===== src/sv/mwrle_pkg.sv =====
// Shared types, codes and helpers for the multi-width run-length pixel decoder.
package mwrle_pkg;

  localparam int unsigned PADDR_W = 3;
  localparam int unsigned PDATA_W = 32;
  localparam int unsigned MODE_W  = 3;

  typedef enum logic [MODE_W-1:0] {
    MODE_RAW   = 3'd0,
    MODE_RLE8  = 3'd1,
    MODE_RLE12 = 3'd2,
    MODE_RLE16 = 3'd3,
    MODE_RLE24 = 3'd4
  } mode_e;

  localparam logic [MODE_W-1:0] MODE_RESET = MODE_RLE8;

  // Register index is paddr[2]; only one register exists.
  localparam logic REG_MODE = 1'b0;

  typedef enum logic [1:0] {
    PH_HEADER  = 2'd0,
    PH_RUN     = 2'd1,
    PH_LITERAL = 2'd2
  } phase_e;

  localparam logic [7:0] RUN_HDR_MAX = 8'h7f;

  typedef logic [23:0] pixel_t;
  typedef logic [7:0]  count_t;

  typedef struct packed {
    logic   valid;
    pixel_t pixel;
    count_t count;
  } res_t;

  // 4-bit channel scaled by 17 is the nibble repeated in both halves.
  function automatic logic [7:0] scale17(input logic [3:0] nib);
    return {nib, nib};
  endfunction

endpackage


===== src/sv/mwrle_cfg.sv =====
// APB-style register port holding the decode mode.
module mwrle_cfg import mwrle_pkg::*; (
  input  logic               clk_i,
  input  logic               rst_ni,
  input  logic               psel,
  input  logic               penable,
  input  logic               pwrite,
  input  logic [PADDR_W-1:0] paddr,
  input  logic [PDATA_W-1:0] pwdata,
  output logic [PDATA_W-1:0] prdata,
  output logic               pready,
  output logic [MODE_W-1:0]  mode_o,
  output logic               clear_o
);

  logic [MODE_W-1:0] mode_q, mode_d;
  logic              wr_mode;

  assign pready  = 1'b1;
  assign wr_mode = psel && penable && pwrite && (paddr[2] == REG_MODE);
  assign clear_o = wr_mode;
  assign mode_d  = wr_mode ? pwdata[MODE_W-1:0] : mode_q;
  assign mode_o  = mode_q;

  always_comb begin
    prdata = '0;
    if (paddr[2] == REG_MODE) begin
      prdata[MODE_W-1:0] = mode_q;
    end
  end

  always_ff @(posedge clk_i or negedge rst_ni) begin
    if (!rst_ni) begin
      mode_q <= MODE_RESET;
    end else begin
      mode_q <= mode_d;
    end
  end

endmodule


===== src/sv/mwrle_parser.sv =====
// Byte parser: header, run and literal tracking plus pixel assembly.
module mwrle_parser import mwrle_pkg::*; (
  input  logic              clk_i,
  input  logic              rst_ni,
  input  logic              fire_i,
  input  logic [7:0]        byte_i,
  input  logic              start_i,
  input  logic [MODE_W-1:0] mode_i,
  input  logic              clear_i,
  output res_t              res_o
);

  phase_e      phase_q, phase_d, phase_w;
  logic [7:0]  lit_q, lit_d, lit_w, lit_dec;
  logic [7:0]  run_q, run_d, run_w;
  logic [1:0]  idx_q, idx_d, idx_w;
  logic [15:0] part_q, part_d, part_w;
  logic [2:0]  bpp;
  logic [2:0]  idx_next;
  logic        headed;
  logic        active;
  pixel_t      full_pix;

  assign active  = fire_i && (mode_i <= MODE_W'(MODE_RLE24));
  assign lit_dec = lit_w - 8'd1;

  always_comb begin
    // a section start clears the parser before the byte is taken
    if (start_i) begin
      phase_w = PH_HEADER;
      lit_w   = '0;
      run_w   = '0;
      idx_w   = '0;
      part_w  = '0;
    end else begin
      phase_w = phase_q;
      lit_w   = lit_q;
      run_w   = run_q;
      idx_w   = idx_q;
      part_w  = part_q;
    end
  end

  always_comb begin
    unique case (mode_i)
      MODE_RLE16: bpp = 3'd2;
      MODE_RLE24: bpp = 3'd3;
      default:    bpp = 3'd1;
    endcase
  end

  assign idx_next = {1'b0, idx_w} + 3'd1;
  assign headed   = (mode_i == MODE_RLE8) || (mode_i == MODE_RLE16) ||
                    (mode_i == MODE_RLE24);

  always_comb begin
    unique case (idx_w)
      2'd0:    full_pix = {16'h0000, byte_i};
      2'd1:    full_pix = {8'h00, byte_i, part_w[7:0]};
      2'd2:    full_pix = {byte_i, part_w};
      default: full_pix = {8'h00, part_w};
    endcase
  end

  always_comb begin
    phase_d       = phase_w;
    lit_d         = lit_w;
    run_d         = run_w;
    idx_d         = idx_w;
    part_d        = part_w;
    res_o.valid   = 1'b0;
    res_o.pixel   = full_pix;
    res_o.count   = 8'd1;
    if (mode_i == MODE_RAW) begin
      res_o.valid = 1'b1;
      res_o.pixel = {16'h0000, byte_i};
    end else if (mode_i == MODE_RLE12) begin
      if (idx_w == 2'd0) begin
        part_d = {8'h00, byte_i};
        idx_d  = 2'd1;
      end else begin
        idx_d       = '0;
        part_d      = '0;
        res_o.valid = 1'b1;
        res_o.pixel = {scale17(part_w[3:0]), scale17(part_w[7:4]),
                       scale17(byte_i[3:0])};
        res_o.count = {4'h0, byte_i[7:4]} + 8'd1;
      end
    end else if (headed) begin
      if ((phase_w != PH_RUN) && (phase_w != PH_LITERAL)) begin
        if (byte_i <= RUN_HDR_MAX) begin
          run_d   = byte_i + 8'd1;
          phase_d = PH_RUN;
        end else begin
          lit_d   = 8'd0 - byte_i;
          phase_d = PH_LITERAL;
        end
        idx_d  = '0;
        part_d = '0;
      end else if (idx_next < bpp) begin
        // gather bytes of a multi-byte pixel
        unique case (idx_w)
          2'd0:    part_d = {part_w[15:8], part_w[7:0] | byte_i};
          2'd1:    part_d = {part_w[15:8] | byte_i, part_w[7:0]};
          default: part_d = part_w;
        endcase
        idx_d = idx_next[1:0];
      end else begin
        idx_d       = '0;
        part_d      = '0;
        res_o.valid = 1'b1;
        if (phase_w == PH_RUN) begin
          res_o.count = run_w;
          run_d       = '0;
          phase_d     = PH_HEADER;
        end else begin
          lit_d = lit_dec;
          if (lit_dec == 8'd0) begin
            phase_d = PH_HEADER;
          end
        end
      end
    end
    // unused modes leave everything untouched
    if (!active) begin
      res_o.valid = 1'b0;
    end
  end

  always_ff @(posedge clk_i or negedge rst_ni) begin
    if (!rst_ni) begin
      phase_q <= PH_HEADER;
      lit_q   <= '0;
      run_q   <= '0;
      idx_q   <= '0;
      part_q  <= '0;
    end else if (clear_i) begin
      phase_q <= PH_HEADER;
      lit_q   <= '0;
      run_q   <= '0;
      idx_q   <= '0;
      part_q  <= '0;
    end else if (active) begin
      phase_q <= phase_d;
      lit_q   <= lit_d;
      run_q   <= run_d;
      idx_q   <= idx_d;
      part_q  <= part_d;
    end
  end

`ifndef SYNTHESIS
  a_lit_nonzero: assert property (@(posedge clk_i) disable iff (!rst_ni)
    (phase_q == PH_LITERAL) |-> (lit_q != 8'd0))
    else $error("literal phase with no literals left");

  a_run_range: assert property (@(posedge clk_i) disable iff (!rst_ni)
    (phase_q == PH_RUN) |-> ((run_q != 8'd0) && (run_q <= 8'd128)))
    else $error("pending run count out of range");

  a_rle8_idx: assert property (@(posedge clk_i) disable iff (!rst_ni)
    (mode_i == MODE_RLE8) |-> (idx_q == 2'd0))
    else $error("byte index moved in single-byte mode");
`endif

endmodule


===== src/sv/mwrle_outbuf.sv =====
// Result register with one skid entry behind it.
module mwrle_outbuf import mwrle_pkg::*; (
  input  logic   clk_i,
  input  logic   rst_ni,
  input  res_t   res_i,
  output logic   skid_full_o,
  output logic   out_valid_o,
  input  logic   out_stall_i,
  output pixel_t pixel_value_o,
  output count_t repeat_count_o
);

  logic   out_valid_q, out_valid_d;
  logic   skid_valid_q, skid_valid_d;
  pixel_t out_pix_q, out_pix_d, skid_pix_q, skid_pix_d;
  count_t out_cnt_q, out_cnt_d, skid_cnt_q, skid_cnt_d;
  logic   pop;

  assign pop = out_valid_q && !out_stall_i;

  always_comb begin
    out_valid_d  = out_valid_q;
    skid_valid_d = skid_valid_q;
    out_pix_d    = out_pix_q;
    out_cnt_d    = out_cnt_q;
    skid_pix_d   = skid_pix_q;
    skid_cnt_d   = skid_cnt_q;
    if (skid_valid_q) begin
      // no new item arrives while the skid entry is full
      if (pop) begin
        out_pix_d    = skid_pix_q;
        out_cnt_d    = skid_cnt_q;
        skid_valid_d = 1'b0;
      end
    end else if (res_i.valid) begin
      if (!out_valid_q || pop) begin
        out_valid_d = 1'b1;
        out_pix_d   = res_i.pixel;
        out_cnt_d   = res_i.count;
      end else begin
        skid_valid_d = 1'b1;
        skid_pix_d   = res_i.pixel;
        skid_cnt_d   = res_i.count;
      end
    end else if (pop) begin
      out_valid_d = 1'b0;
    end
  end

  always_ff @(posedge clk_i or negedge rst_ni) begin
    if (!rst_ni) begin
      out_valid_q  <= 1'b0;
      skid_valid_q <= 1'b0;
    end else begin
      out_valid_q  <= out_valid_d;
      skid_valid_q <= skid_valid_d;
    end
  end

  always_ff @(posedge clk_i) begin
    out_pix_q  <= out_pix_d;
    out_cnt_q  <= out_cnt_d;
    skid_pix_q <= skid_pix_d;
    skid_cnt_q <= skid_cnt_d;
  end

  assign skid_full_o    = skid_valid_q;
  assign out_valid_o    = out_valid_q;
  assign pixel_value_o  = out_pix_q;
  assign repeat_count_o = out_cnt_q;

`ifndef SYNTHESIS
  a_skid_behind_out: assert property (@(posedge clk_i) disable iff (!rst_ni)
    skid_valid_q |-> out_valid_q)
    else $error("skid entry held without a result in front");

  a_no_overrun: assert property (@(posedge clk_i) disable iff (!rst_ni)
    res_i.valid |-> !skid_valid_q)
    else $error("result offered while skid entry full");

  a_skid_drain: assert property (@(posedge clk_i) disable iff (!rst_ni)
    (skid_valid_q && !out_stall_i) |=> (out_valid_q && !skid_valid_q))
    else $error("skid entry not moved forward on pop");
`endif

endmodule


===== src/sv/multi_width_rle_pixel_decoder.sv =====
// Top level of the multi-width run-length pixel decoder.
//
//  channel   direction  handshake               payload
//  input     in         in_valid_i/in_stall_o   data_byte_i, section_start_i
//  result    out        out_valid_o/out_stall_i pixel_value_o, repeat_count_o
//  config    in         psel/penable/pwrite     paddr, pwdata, prdata, pready
//
// One byte per cycle while in_stall_o is low; an accepted byte is held in the
// input register, and its result is registered in the result or skid entry.
// Path: input register, parser logic, result register with a skid entry.
// Reset gives mode RLE8 and an empty parser; no clearing pass is needed.
// A stalled result plus one in the skid entry hold off new bytes.
module multi_width_rle_pixel_decoder import mwrle_pkg::*; (
  input  logic               clk_i,
  input  logic               rst_ni,
  input  logic               in_valid_i,
  output logic               in_stall_o,
  input  logic [7:0]         data_byte_i,
  input  logic               section_start_i,
  output logic               out_valid_o,
  input  logic               out_stall_i,
  output logic [23:0]        pixel_value_o,
  output logic [7:0]         repeat_count_o,
  input  logic               psel,
  input  logic               penable,
  input  logic               pwrite,
  input  logic [PADDR_W-1:0] paddr,
  input  logic [PDATA_W-1:0] pwdata,
  output logic [PDATA_W-1:0] prdata,
  output logic               pready
);

  logic              in_valid_q, in_valid_d;
  logic [7:0]        byte_q, byte_d;
  logic              start_q, start_d;
  logic              skid_full;
  logic              fire;
  logic [MODE_W-1:0] mode;
  logic              clear;
  res_t              res;

  assign fire       = in_valid_q && !skid_full;
  assign in_stall_o = in_valid_q && skid_full;

  always_comb begin
    in_valid_d = in_valid_q;
    byte_d     = byte_q;
    start_d    = start_q;
    if (!in_stall_o) begin
      in_valid_d = in_valid_i;
      byte_d     = data_byte_i;
      start_d    = section_start_i;
    end
  end

  always_ff @(posedge clk_i or negedge rst_ni) begin
    if (!rst_ni) begin
      in_valid_q <= 1'b0;
    end else begin
      in_valid_q <= in_valid_d;
    end
  end

  always_ff @(posedge clk_i) begin
    byte_q  <= byte_d;
    start_q <= start_d;
  end

  mwrle_cfg u_cfg (
    .clk_i   (clk_i),
    .rst_ni  (rst_ni),
    .psel    (psel),
    .penable (penable),
    .pwrite  (pwrite),
    .paddr   (paddr),
    .pwdata  (pwdata),
    .prdata  (prdata),
    .pready  (pready),
    .mode_o  (mode),
    .clear_o (clear)
  );

  mwrle_parser u_parser (
    .clk_i   (clk_i),
    .rst_ni  (rst_ni),
    .fire_i  (fire),
    .byte_i  (byte_q),
    .start_i (start_q),
    .mode_i  (mode),
    .clear_i (clear),
    .res_o   (res)
  );

  mwrle_outbuf u_outbuf (
    .clk_i          (clk_i),
    .rst_ni         (rst_ni),
    .res_i          (res),
    .skid_full_o    (skid_full),
    .out_valid_o    (out_valid_o),
    .out_stall_i    (out_stall_i),
    .pixel_value_o  (pixel_value_o),
    .repeat_count_o (repeat_count_o)
  );

endmodule

===== config.mk =====
export PLATFORM = sky130hd
export DESIGN_NAME = multi_width_rle_pixel_decoder
export DESIGN_NICKNAME = d
export VERILOG_FILES = /design/src/sv/mwrle_pkg.sv /design/src/sv/mwrle_cfg.sv /design/src/sv/mwrle_parser.sv /design/src/sv/mwrle_outbuf.sv /design/src/sv/multi_width_rle_pixel_decoder.sv
export SDC_FILE = /design/constraint.sdc
export NUM_CORES = 1
export LEC_CHECK = 0
export CAP_MARGIN = 20
export CORE_MARGIN = 3
export CORE_UTILIZATION = 58
export DETAILED_ROUTE_END_ITERATION = 12
export DONT_BUFFER_PORTS = 1
export GPL_TIMING_DRIVEN = 1
export PLACE_DENSITY_LB_ADDON = 0.08
export SLEW_MARGIN = 20
export SYNTH_ARGS = -nofsm -noshare
export SYNTH_HDL_FRONTEND = slang
export SYNTH_SLANG_ARGS = --single-unit

===== constraint.sdc =====
create_clock -name clk_i -period 6.8 [get_ports clk_i]
set_input_delay 1.02 -clock clk_i [delete_from_list [all_inputs] [get_ports clk_i]]
set_output_delay 1.02 -clock clk_i [all_outputs]
set_load 0.02 [all_outputs]

* Word level (Yosys, flattened, before mapping) *
Index checks and enable logic that the tools add are counted.

cells by class
  $add $sub $neg = 5
  order comparisons = 3
  equal/unequal tests = 11
  multiplexer cells = 82
  bitwise gates (word level) = 5
  reductions and logical operators = 24

operators with widths
  cell                                                                               number
  8-bit two-way mux                                                                  31
  16-bit two-way mux                                                                 8
  24-bit two-way mux                                                                 5
  24-bit case mux with 3 select lines                                                1
  2-bit two-way mux                                                                  19
  33-bit two-way mux                                                                 1
  16-bit case mux with 2 select lines                                                1
  25-bit two-way mux                                                                 1
  8-bit OR                                                                           2
  1-bit two-way mux                                                                  13
  3-bit AND reduction                                                                3
  8-bit by 1-bit adder with 8-bit output (second input constant)                     1
  8-bit by 7-bit less-or-equal comparator with 1-bit output (second input constant)  1
  1-bit logical AND                                                                  8
  8-bit zero test                                                                    1
  2-bit nonzero test                                                                 4
  1-bit by 8-bit subtractor with 8-bit output (first input constant)                 1
  8-bit by 1-bit subtractor with 8-bit output (second input constant)                1
  3-bit by 2-bit == test with 1-bit output (second input constant)                   2
  4-bit by 1-bit adder with 5-bit output (second input constant)                     1
  2-bit by 1-bit == test with 1-bit output (second input constant)                   2
  2-bit by 1-bit != test with 1-bit output (second input constant)                   2
  2-bit != test (second input constant)                                              2
  2-bit case mux with 2 select lines                                                 1
  12 further kinds                                                                   18

word-level totals
  bits in registers = 115
  logic and storage cells = 145

* Logic depth before layout (Yosys ltp) *
Gate-level depths: netlist (run 1).

  depth after elaboration = 12
  gate-level depth with buffers = 10

* Modules after synthesis *
From an unflattened synthesis (run 1), not the netlist that was laid out.

second synthesis, totals
  cell total of the unflattened synthesis = 569
  area total of the unflattened synthesis = 6444.9 sq um

modules (own cells, without submodules)
  module                         times used  cells each  area each (sq um)
  mwrle_parser                   1           400         3165.5
  mwrle_outbuf                   1           112         2552.4
  mwrle_cfg                      1           43          407.9
  multi_width_rle_pixel_decoder  1           14          319.1

* Least setup slack after synthesis (run 1) *
No wires, ideal clock.

  path type = register to register
  from = register start_q
  to = register u_outbuf.out_pix_q[0], in the netlist u_outbuf.pixel_value_o[0] (enable)
  arrival time = 4.694 ns
  data required time = 6.330 ns
  setup slack = 1.635 ns
  stages on the path, launching flop included = 10
  period minus slack after synthesis = 5.165 ns
  cell sequence = edfxtp_1 clkbuf_1 nor2b_1 inv_1 fa_1 o21a_1 a21oi_1 a311o_1 nand2_1 a21boi_0

between the ends
  word-level cells in the longest chain between the ends = 11
  elaborated cells between the ends (all ways) = 17
  classes of those cells = add/sub: 1; order compare: 1; eq/ne: 2; mux: 9; reduce/logical: 4

RTL lines
  item                                           line                                 source
  start, declared                                multi_width_rle_pixel_decoder.sv:35  logic start_q, start_d;
  start signal, assigned                         multi_width_rle_pixel_decoder.sv:66  start_q <= start_d;
  2-bit two-way mux                              mwrle_parser.sv:29                   if (start_i) begin
  2-bit by 1-bit adder with 3-bit output         mwrle_parser.sv:52                   assign idx_next = {1'b0, idx_w} + 3'd1;
  3-bit by 2-bit < comparator with 1-bit output  mwrle_parser.sv:100                  end else if (idx_next < bpp) begin
  1-bit two-way mux                              mwrle_parser.sv:100
  1-bit two-way mux                              mwrle_parser.sv:90                   if ((phase_w != PH_RUN) && (phase_w != PH_LITERAL)) begin
  1-bit two-way mux                              mwrle_parser.sv:89                   end else if (headed) begin
  1-bit two-way mux (*)                          mwrle_parser.sv:77                   end else if (mode_i == MODE_RLE12) begin
  25-bit two-way mux (*)                         mwrle_parser.sv:74                   if (mode_i == MODE_RAW) begin
  1-bit two-way mux (*)                          mwrle_parser.sv:125                  if (!active) begin
  2-bit nonzero test (no line) (*)               --
  3-bit AND reduction (no line) (*)              --
  end signal, assigned                           mwrle_outbuf.sv:61                   out_pix_q <= out_pix_d;
  end, declared                                  mwrle_outbuf.sv:15                   pixel_t out_pix_q, out_pix_d, skid_pix_q, skid_pix_d;

Mark *: on every way between the ends. The rest lies on a longest branch, timed or not.
A chain may end at the register's enable or synchronous reset.

* Final worst setup path (run 1) *
  from = register u_cfg.mode_q[2], in the netlist u_cfg.mode_o[2]
  to = register u_outbuf.out_pix_q[16], in the netlist u_outbuf.pixel_value_o[16] (enable)

between the ends
  word-level cells in the longest chain between the ends = 11
  elaborated cells between the ends (all ways) = 19
  classes of those cells = order compare: 2; eq/ne: 4; mux: 7; reduce/logical: 6

RTL lines
  item                                                                       line                                                        source
  start, declared                                                            mwrle_cfg.sv:16                                             logic [MODE_W-1:0] mode_q, mode_d;
  start signal, assigned                                                     mwrle_cfg.sv:36                                             mode_q <= mode_d;
  3-bit == test or 3-bit by 2-bit == test with 1-bit output (tied branches)  mwrle_parser.sv:45, mwrle_parser.sv:54, mwrle_parser.sv:53
  2-bit case mux with 2 select lines                                         mwrle_parser.sv:45                                          unique case (mode_i)
  3-bit by 2-bit < comparator with 1-bit output                              mwrle_parser.sv:100
  1-bit two-way mux                                                          mwrle_parser.sv:100
  1-bit two-way mux                                                          mwrle_parser.sv:90
  1-bit two-way mux                                                          mwrle_parser.sv:89
  1-bit two-way mux                                                          mwrle_parser.sv:77
  25-bit two-way mux                                                         mwrle_parser.sv:74
  1-bit two-way mux (*)                                                      mwrle_parser.sv:125
  2-bit nonzero test (no line) (*)                                           --
  3-bit AND reduction (no line) (*)                                          --

Marks and branches as above.

==> results.sh, run 1 <==
export IMPL_status="finished, final reports clean"
export IMPL_syn_area_per_cell_um2=10.91
export IMPL_grt_max_degree=43
export IMPL_clock_skew_ns=0.01111
export IMPL_ys_warn_count=0
export IMPL_ys_top_cells_by_count="edfxtp_1 (73), nand2_1 (52), dfrtp_1 (41)"
export IMPL_yosys_area_top_type="edfxtp_1"
export IMPL_period_share_pct=58.13
export IMPL_r2r_cells=9
export IMPL_grt_pass1_vias=4637
export IMPL_ys_dominant_reg_cell="edfxtp_1"
export IMPL_max_cap_viol_count=0
export IMPL_wirelength_um=15660
export IMPL_post_route_drc_count=0
export IMPL_cts_sinks=115
export IMPL_num_rows=37
export IMPL_tightest_slew_ns=1.056
export IMPL_initial_core_util_pct=60.58
export IMPL_drt_first_pass_iters=5
export IMPL_hold_viol=0
export IMPL_cts_hold_buf=0
export IMPL_cp_arrival_ns=4.17
export IMPL_max_freq_ghz=0.2530
export IMPL_final_antenna_net_count=0
export IMPL_p_per_area_mw_per_mm2=404.5
export IMPL_drive_above_1_share_pct=14.36
export IMPL_synth_most_common_cell="edfxtp_1"
export IMPL_io_pins=118
export IMPL_maxUsedRoutingLayer="met4"
export IMPL_io_buffers=0
export IMPL_required_ns=7.02
export IMPL_relSlewSlack_pct=27.77
export IMPL_leakage_uw=0.002663
export IMPL_globalRoute_totalOverflow=0
export IMPL_clk_latency_ns=0.52
export IMPL_fin_util_pct=65.67
export IMPL_htree_levels=4
export IMPL_wl_met3_um=1060
export IMPL_start_kind="flop"
export IMPL_wl_met1_um=6620
export IMPL_async_flop_share_pct=36.52
export IMPL_num_nets_final=635
export IMPL_met2WireLength_um=7396
export IMPL_root_buffer="clkbuf_8"
export IMPL_final_max_slew_viol_count=0
export IMPL_ys_ff_latch=115
export IMPL_post_dp_hpwl_um=10270
export IMPL_multiInputGateArea_mm2=0.002794
export IMPL_cp_max_fo=20
export IMPL_diodes=0
export IMPL_detail_route_vias_per_cell=6.551
export IMPL_die_area_mm2=0.01222
export IMPL_grt_pass1_wl_um=25220
export IMPL_post_cts_buffers=0
export IMPL_die_w_um=110.5
export IMPL_synth_distinct_cells=77
export IMPL_area_growth_pct=8.389
export IMPL_dr_total_vias=4723
export IMPL_netlist_area_mm2=0.006339
export IMPL_antenna_found_initial=0
export IMPL_tns_ns=0
export IMPL_post_route_min_period_ns=3.953
export IMPL_synthCells=581
export IMPL_cts_clk_slew_worst_paths_ns=0.06
export IMPL_finalWeightedCongestion=0.9542
export IMPL_cts_buffers=17
export IMPL_yosysSeqAreaShare_pct=51.18
export IMPL_design_core_area_mm2=0.01046
export IMPL_rsz0062_at_grt="no"
export IMPL_cts_buffer_depth=2
export IMPL_synth_top_area_share_pct=34.58
export IMPL_seq_area_mm2=0.003244
export IMPL_crit_path_end_kind="flop"
export IMPL_tritoncts="done"
export IMPL_yosys_top_cells_area="edfxtp_1 (35%), dfrtp_1 (16%), mux2_2 (5.7%)"
export IMPL_vdd_drop_max_mv=0.2011
export IMPL_dr_first_iter_drc_count=481
export IMPL_path_class="reg2reg"
export IMPL_setup_viol=0
export IMPL_die_y_um=110.5
export IMPL_min_path_type="in2async"
export IMPL_synth_edf_count=73
export IMPL_cts_resized=0
export IMPL_grt_usage_pct=26.01
export IMPL_fillerInstances=817
export IMPL_wl_per_cell_um=21.72
-- flip-flops by register name, indices dropped and copies added (netlist names) --
signal                   cells
start_q                      1
u_outbuf.repeat_count_o      8
u_parser.run_q               8
byte_q                       8
in_valid_q                   1
u_parser.phase_q             2
u_cfg.mode_o                 3
u_outbuf.skid_full_o         1
u_parser.part_q             16
u_outbuf.out_valid_o         1
u_outbuf.skid_pix_q         24
u_outbuf.pixel_value_o      24
u_outbuf.skid_cnt_q          8
u_parser.lit_q               8
u_parser.idx_q               2
-- metal layers --
layer,global-route usage (%),up-vias
met4,11.33,0
met3,6.301,44
met2,40.61,251
met5,0,-
met1,34.73,2305
li1,-,2123
-- where the power goes --
part | switching [µW] | internal (µW) | total [µW]
clock network | 305 | 488 | 793
logic | 522 | 324 | 846
registers | 208 | 932 | 1140
-- cell families (layout without fill, tap and decap cells) --
| kind of cell | after synthesis | in the layout | share of synthesized area, % |
|---|---|---|---|
| mux | 33 | 33 | 5.843 |
| buf+inv | 78 | 54 | 6.613 |
| fa+ha+maj | 12 | 12 | 2.487 |
| xor+xnor | 10 | 10 | 1.382 |
| simple gates | 171 | 171 | 14.09 |
| compound gates | 160 | 160 | 18.28 |
| other cells | 2 | 30 | 0.1185 |
| flops | 115 | 115 | 51.18 |
-- placed cells by master (no fill, tap or decap), types with 10 or more instances in the layout --
cell type / n
o21ai_0: 23
a221oi_1: 10
clkbuf_16: 16
inv_1: 13
mux2_2: 32
dfrtp_1: 41
ha_1: 11
o211ai_1: 10
a22o_1: 24
nor2b_1: 15
a21oi_1: 30
nor2_1: 35
edfxtp_1: 73
nand2_1: 52
conb_1: 30
-- final cells by class --
class | count | area share [%]
clock inverter | 11 | 1.311
sequential | 115 | 47.22
timing repair buffer | 8 | 1.166
clock buffer | 21 | 6.392
inverter | 14 | 0.7649
multi-input combinational | 416 | 40.67
tap | 136 | 2.477
-- stage by stage --
stage               hold WS (ns)  total power (µW)  cell area (µm²)  std cells  worst slack, ns
finish                    0.1863              2779             6870        721            2.847
floorplan                 0.4622              1757             6444        609            1.635
CTS                       0.1750              2763             6843        720            2.603
global route              0.1629              2924             6870        721            2.579
global placement          0.4821              1932             6314        688            2.765
detailed placement        0.4839              1962             6314        688            2.610
-- worst max-delay path, cell delays in order, from the launching register on --
cell      delay (ns)
dfrtp_1         0.72
or3b_2          0.53
nand2_1         0.10
fa_1            0.43
o21a_1          0.22
a21oi_1         0.45
a311o_1         0.30
nand2_1         0.14
a21boi_4        0.51
buf_16          0.23
-- path summary, 6_finish.rpt --
kind	start	to	slack, ns
min in group clk_i	u_parser.part_q[14]$_DFFE_PN0P_	u_parser.part_q[14]$_DFFE_PN0P_	0.50
max	u_cfg.mode_o[2]$_DFFE_PN0P_	u_outbuf.pixel_value_o[16]$_DFFE_PP_	2.85
min	rst_ni	u_parser.lit_q[1]$_DFFE_PN0P_	0.19
min reg2reg	u_parser.part_q[14]$_DFFE_PN0P_	u_parser.part_q[14]$_DFFE_PN0P_	0.50
max reg2reg	u_cfg.mode_o[2]$_DFFE_PN0P_	u_outbuf.pixel_value_o[16]$_DFFE_PP_	2.85
max in group asynchronous	rst_ni	u_cfg.mode_o[0]$_DFFE_PN1P_	6.42
Power figures use the tool's default switching activity.
==> inputs of run 2 (changes only) <==
Clock period 6.8 ns to 3.4 ns, I/O delays scaled along.
==> run 2 against run 1 <==
  * Power up 110%
  * Clock skew down 0.0028 ns
  * Sequential power up 95%
  * Register-to-register slack worse by 2.7 ns
  * Highest routed layer unchanged
==> results.sh, run 2 (same netlist as run 1, synthesis figures left out) <==
export IMPL_status="finished, final reports clean"
export IMPL_design_core_area_mm2=0.01046
export IMPL_cpLargestDelayFamily="compound AO/OA/AOI/OAI gates"
export IMPL_dr_total_vias=4865
export IMPL_wl_per_cell_um=21.79
export IMPL_max_freq_ghz=0.3108
export IMPL_clock_skew_ns=0.008302
export IMPL_met2WireLength_um=7803
export IMPL_globalRoute_totalOverflow=0
export IMPL_drt_first_pass_iters=6
export IMPL_max_cap_viol_count=0
export IMPL_leakage_uw=0.002831
export IMPL_antenna_found_initial=0
export IMPL_cp_arrival_ns=3.49
export IMPL_drive_above_1_share_pct=18.79
export IMPL_io_buffers=0
export IMPL_fillerInstances=774
export IMPL_post_cts_buffers=0
export IMPL_relSlewSlack_pct=39.67
export IMPL_finalWeightedCongestion=0.9228
export IMPL_hold_viol=0
export IMPL_area_growth_pct=13.21
export IMPL_final_cell_mix="edfxtp_1 (73), nand2_1 (52), dfrtp_1 (41), nor2_1 (35), mux2_2 (32)"
export IMPL_num_rows=37
export IMPL_wirelength_um=16300
export IMPL_cts_sinks=115
export IMPL_diodes=0
export IMPL_post_route_drc_count=0
export IMPL_clk_latency_ns=0.53
export IMPL_grt_usage_pct=26.97
export IMPL_htree_levels=4
export IMPL_p_total_uw=5899
export IMPL_swShare_pct=36.95
export IMPL_period_share_pct=94.62
export IMPL_path_class="reg2reg"
export IMPL_cts_buffers=17
export IMPL_maxUsedRoutingLayer="met4"
export IMPL_crit_path_end_kind="flop"
export IMPL_min_path_type="in2reg"
export IMPL_p_switching_uw=2180
export IMPL_final_max_slew_viol_count=0
export IMPL_wl_met1_um=6991
export IMPL_die_y_um=110.5
export IMPL_p_per_area_mw_per_mm2=822.1
export IMPL_die_area_mm2=0.01222
export IMPL_io_pins=118
export IMPL_p_seq_share_pct=37.7
export IMPL_dr_first_iter_drc_count=529
export IMPL_vdd_drop_max_mv=0.4324
export IMPL_required_ns=3.67
export IMPL_combinationalPowerShare_pct=32.0
export IMPL_start_kind="flop"
export IMPL_final_common_cell="edfxtp_1"
export IMPL_post_dp_hpwl_um=11000
export IMPL_rsz0062_at_grt="no"
export IMPL_wl_met3_um=1031
export IMPL_pre_cts_ws_ns=0.1458
export IMPL_grt_max_degree=43
export IMPL_cp_max_fo=4
export IMPL_crit_buf_inv=1
export IMPL_final_antenna_net_count=0
export IMPL_placed_area_mm2=0.006534
export IMPL_die_w_um=110.5
export IMPL_tightest_slew_ns=0.9030
export IMPL_crit_slowest_cell="a2111oi_0"
export IMPL_cts_buffer_depth=2
export IMPL_max_stage_delay_ns=0.63
export IMPL_clkPwrFrac_pct=30.3
export IMPL_root_buffer="clkbuf_8"
export IMPL_path_cells="or3b_2 > nand2_1 > fa_1 > o21a_1 > a2111oi_0 > buf_4 > a32oi_1 > mux2_2"
export IMPL_setup_viol=0
export IMPL_tritoncts="done"
export IMPL_post_route_min_period_ns=3.217
export IMPL_num_nets_final=662
export IMPL_cts_clk_slew_worst_paths_ns=0.06
export IMPL_tns_ns=0
export IMPL_detail_route_vias_per_cell=6.504
export IMPL_final_cell_area_mm2=0.007176
export IMPL_grt_pass1_wl_um=26060
export IMPL_grt_pass1_vias=4690
export IMPL_setup_ws_ns=0.1829
export IMPL_initial_core_util_pct=60.58
export IMPL_p_int_uw=3719
-- run 2: stage by stage --
step,hold WS (ns),std cells,utilization [%]
CTS,0.05679,747,68.48
floorplan,0.2144,609,-
finish,0.07580,748,68.58
detailed placement,0.2154,713,62.45
global route,0.05909,748,68.58
global placement,0.2154,713,62.45
-- run 2: path summary, 6_finish.rpt --
check / startpoint / end / slack, ns / cells after the start
min: data_byte_i[3] / byte_q[3]$_DFFE_PN_ / 0.08 / 0
max in group asynchronous: rst_ni / u_cfg.mode_o[0]$_DFFE_PN1P_ / 2.63 / 2
max: u_cfg.mode_o[0]$_DFFE_PN1P_ / u_outbuf.repeat_count_o[0]$_DFFE_PP_ / 0.18 / 8
min in group asynchronous: rst_ni / u_parser.lit_q[6]$_DFFE_PN0P_ / 0.47 / 2
min reg2reg: u_parser.part_q[14]$_DFFE_PN0P_ / u_parser.part_q[14]$_DFFE_PN0P_ / 0.50 / 1
max reg2reg: u_cfg.mode_o[0]$_DFFE_PN1P_ / u_outbuf.repeat_count_o[0]$_DFFE_PP_ / 0.18 / 8
-- run 2: power by group through the flow --
stage                     Sequential, µW  Combinational (µW)  Clock (µW)
after floorplan                     2150                1370           0
after global routing                2250                2050        1870
final                               2220                1890        1790
after CTS                           2220                1850        1810
after global placement              2230                1770           0
after detailed placement            2240                1810           0
-- run 2: layout make-up --
| type | count | area [µm²] | share of cell area, % |
|---|---|---|---|
| sequential | 115 | 3244 | 45.21 |
| multi-input combinational | 416 | 2805 | 39.09 |
| clock buffer | 17 | 414.1 | 5.772 |
| clock inverter | 15 | 178.9 | 2.493 |
| inverter | 14 | 52.55 | 0.7323 |
| tap | 136 | 170.2 | 2.371 |
| timing repair buffer | 35 | 310.3 | 4.324 |
-- run 2: routing by layer --
metal | GRT usage, % | vias to the layer above
li1 | - | 2174
met1 | 36.48 | 2387
met2 | 42.44 | 252
met3 | 5.205 | 52
met4 | 12.07 | 0
met5 | 0 | -
-- run 2: repair_timing --
item,CTS,global route
resized for setup,0,1
endpoints found under the hold margin,42,0
endpoints found under the setup margin,0,25
hold buffers,2,0
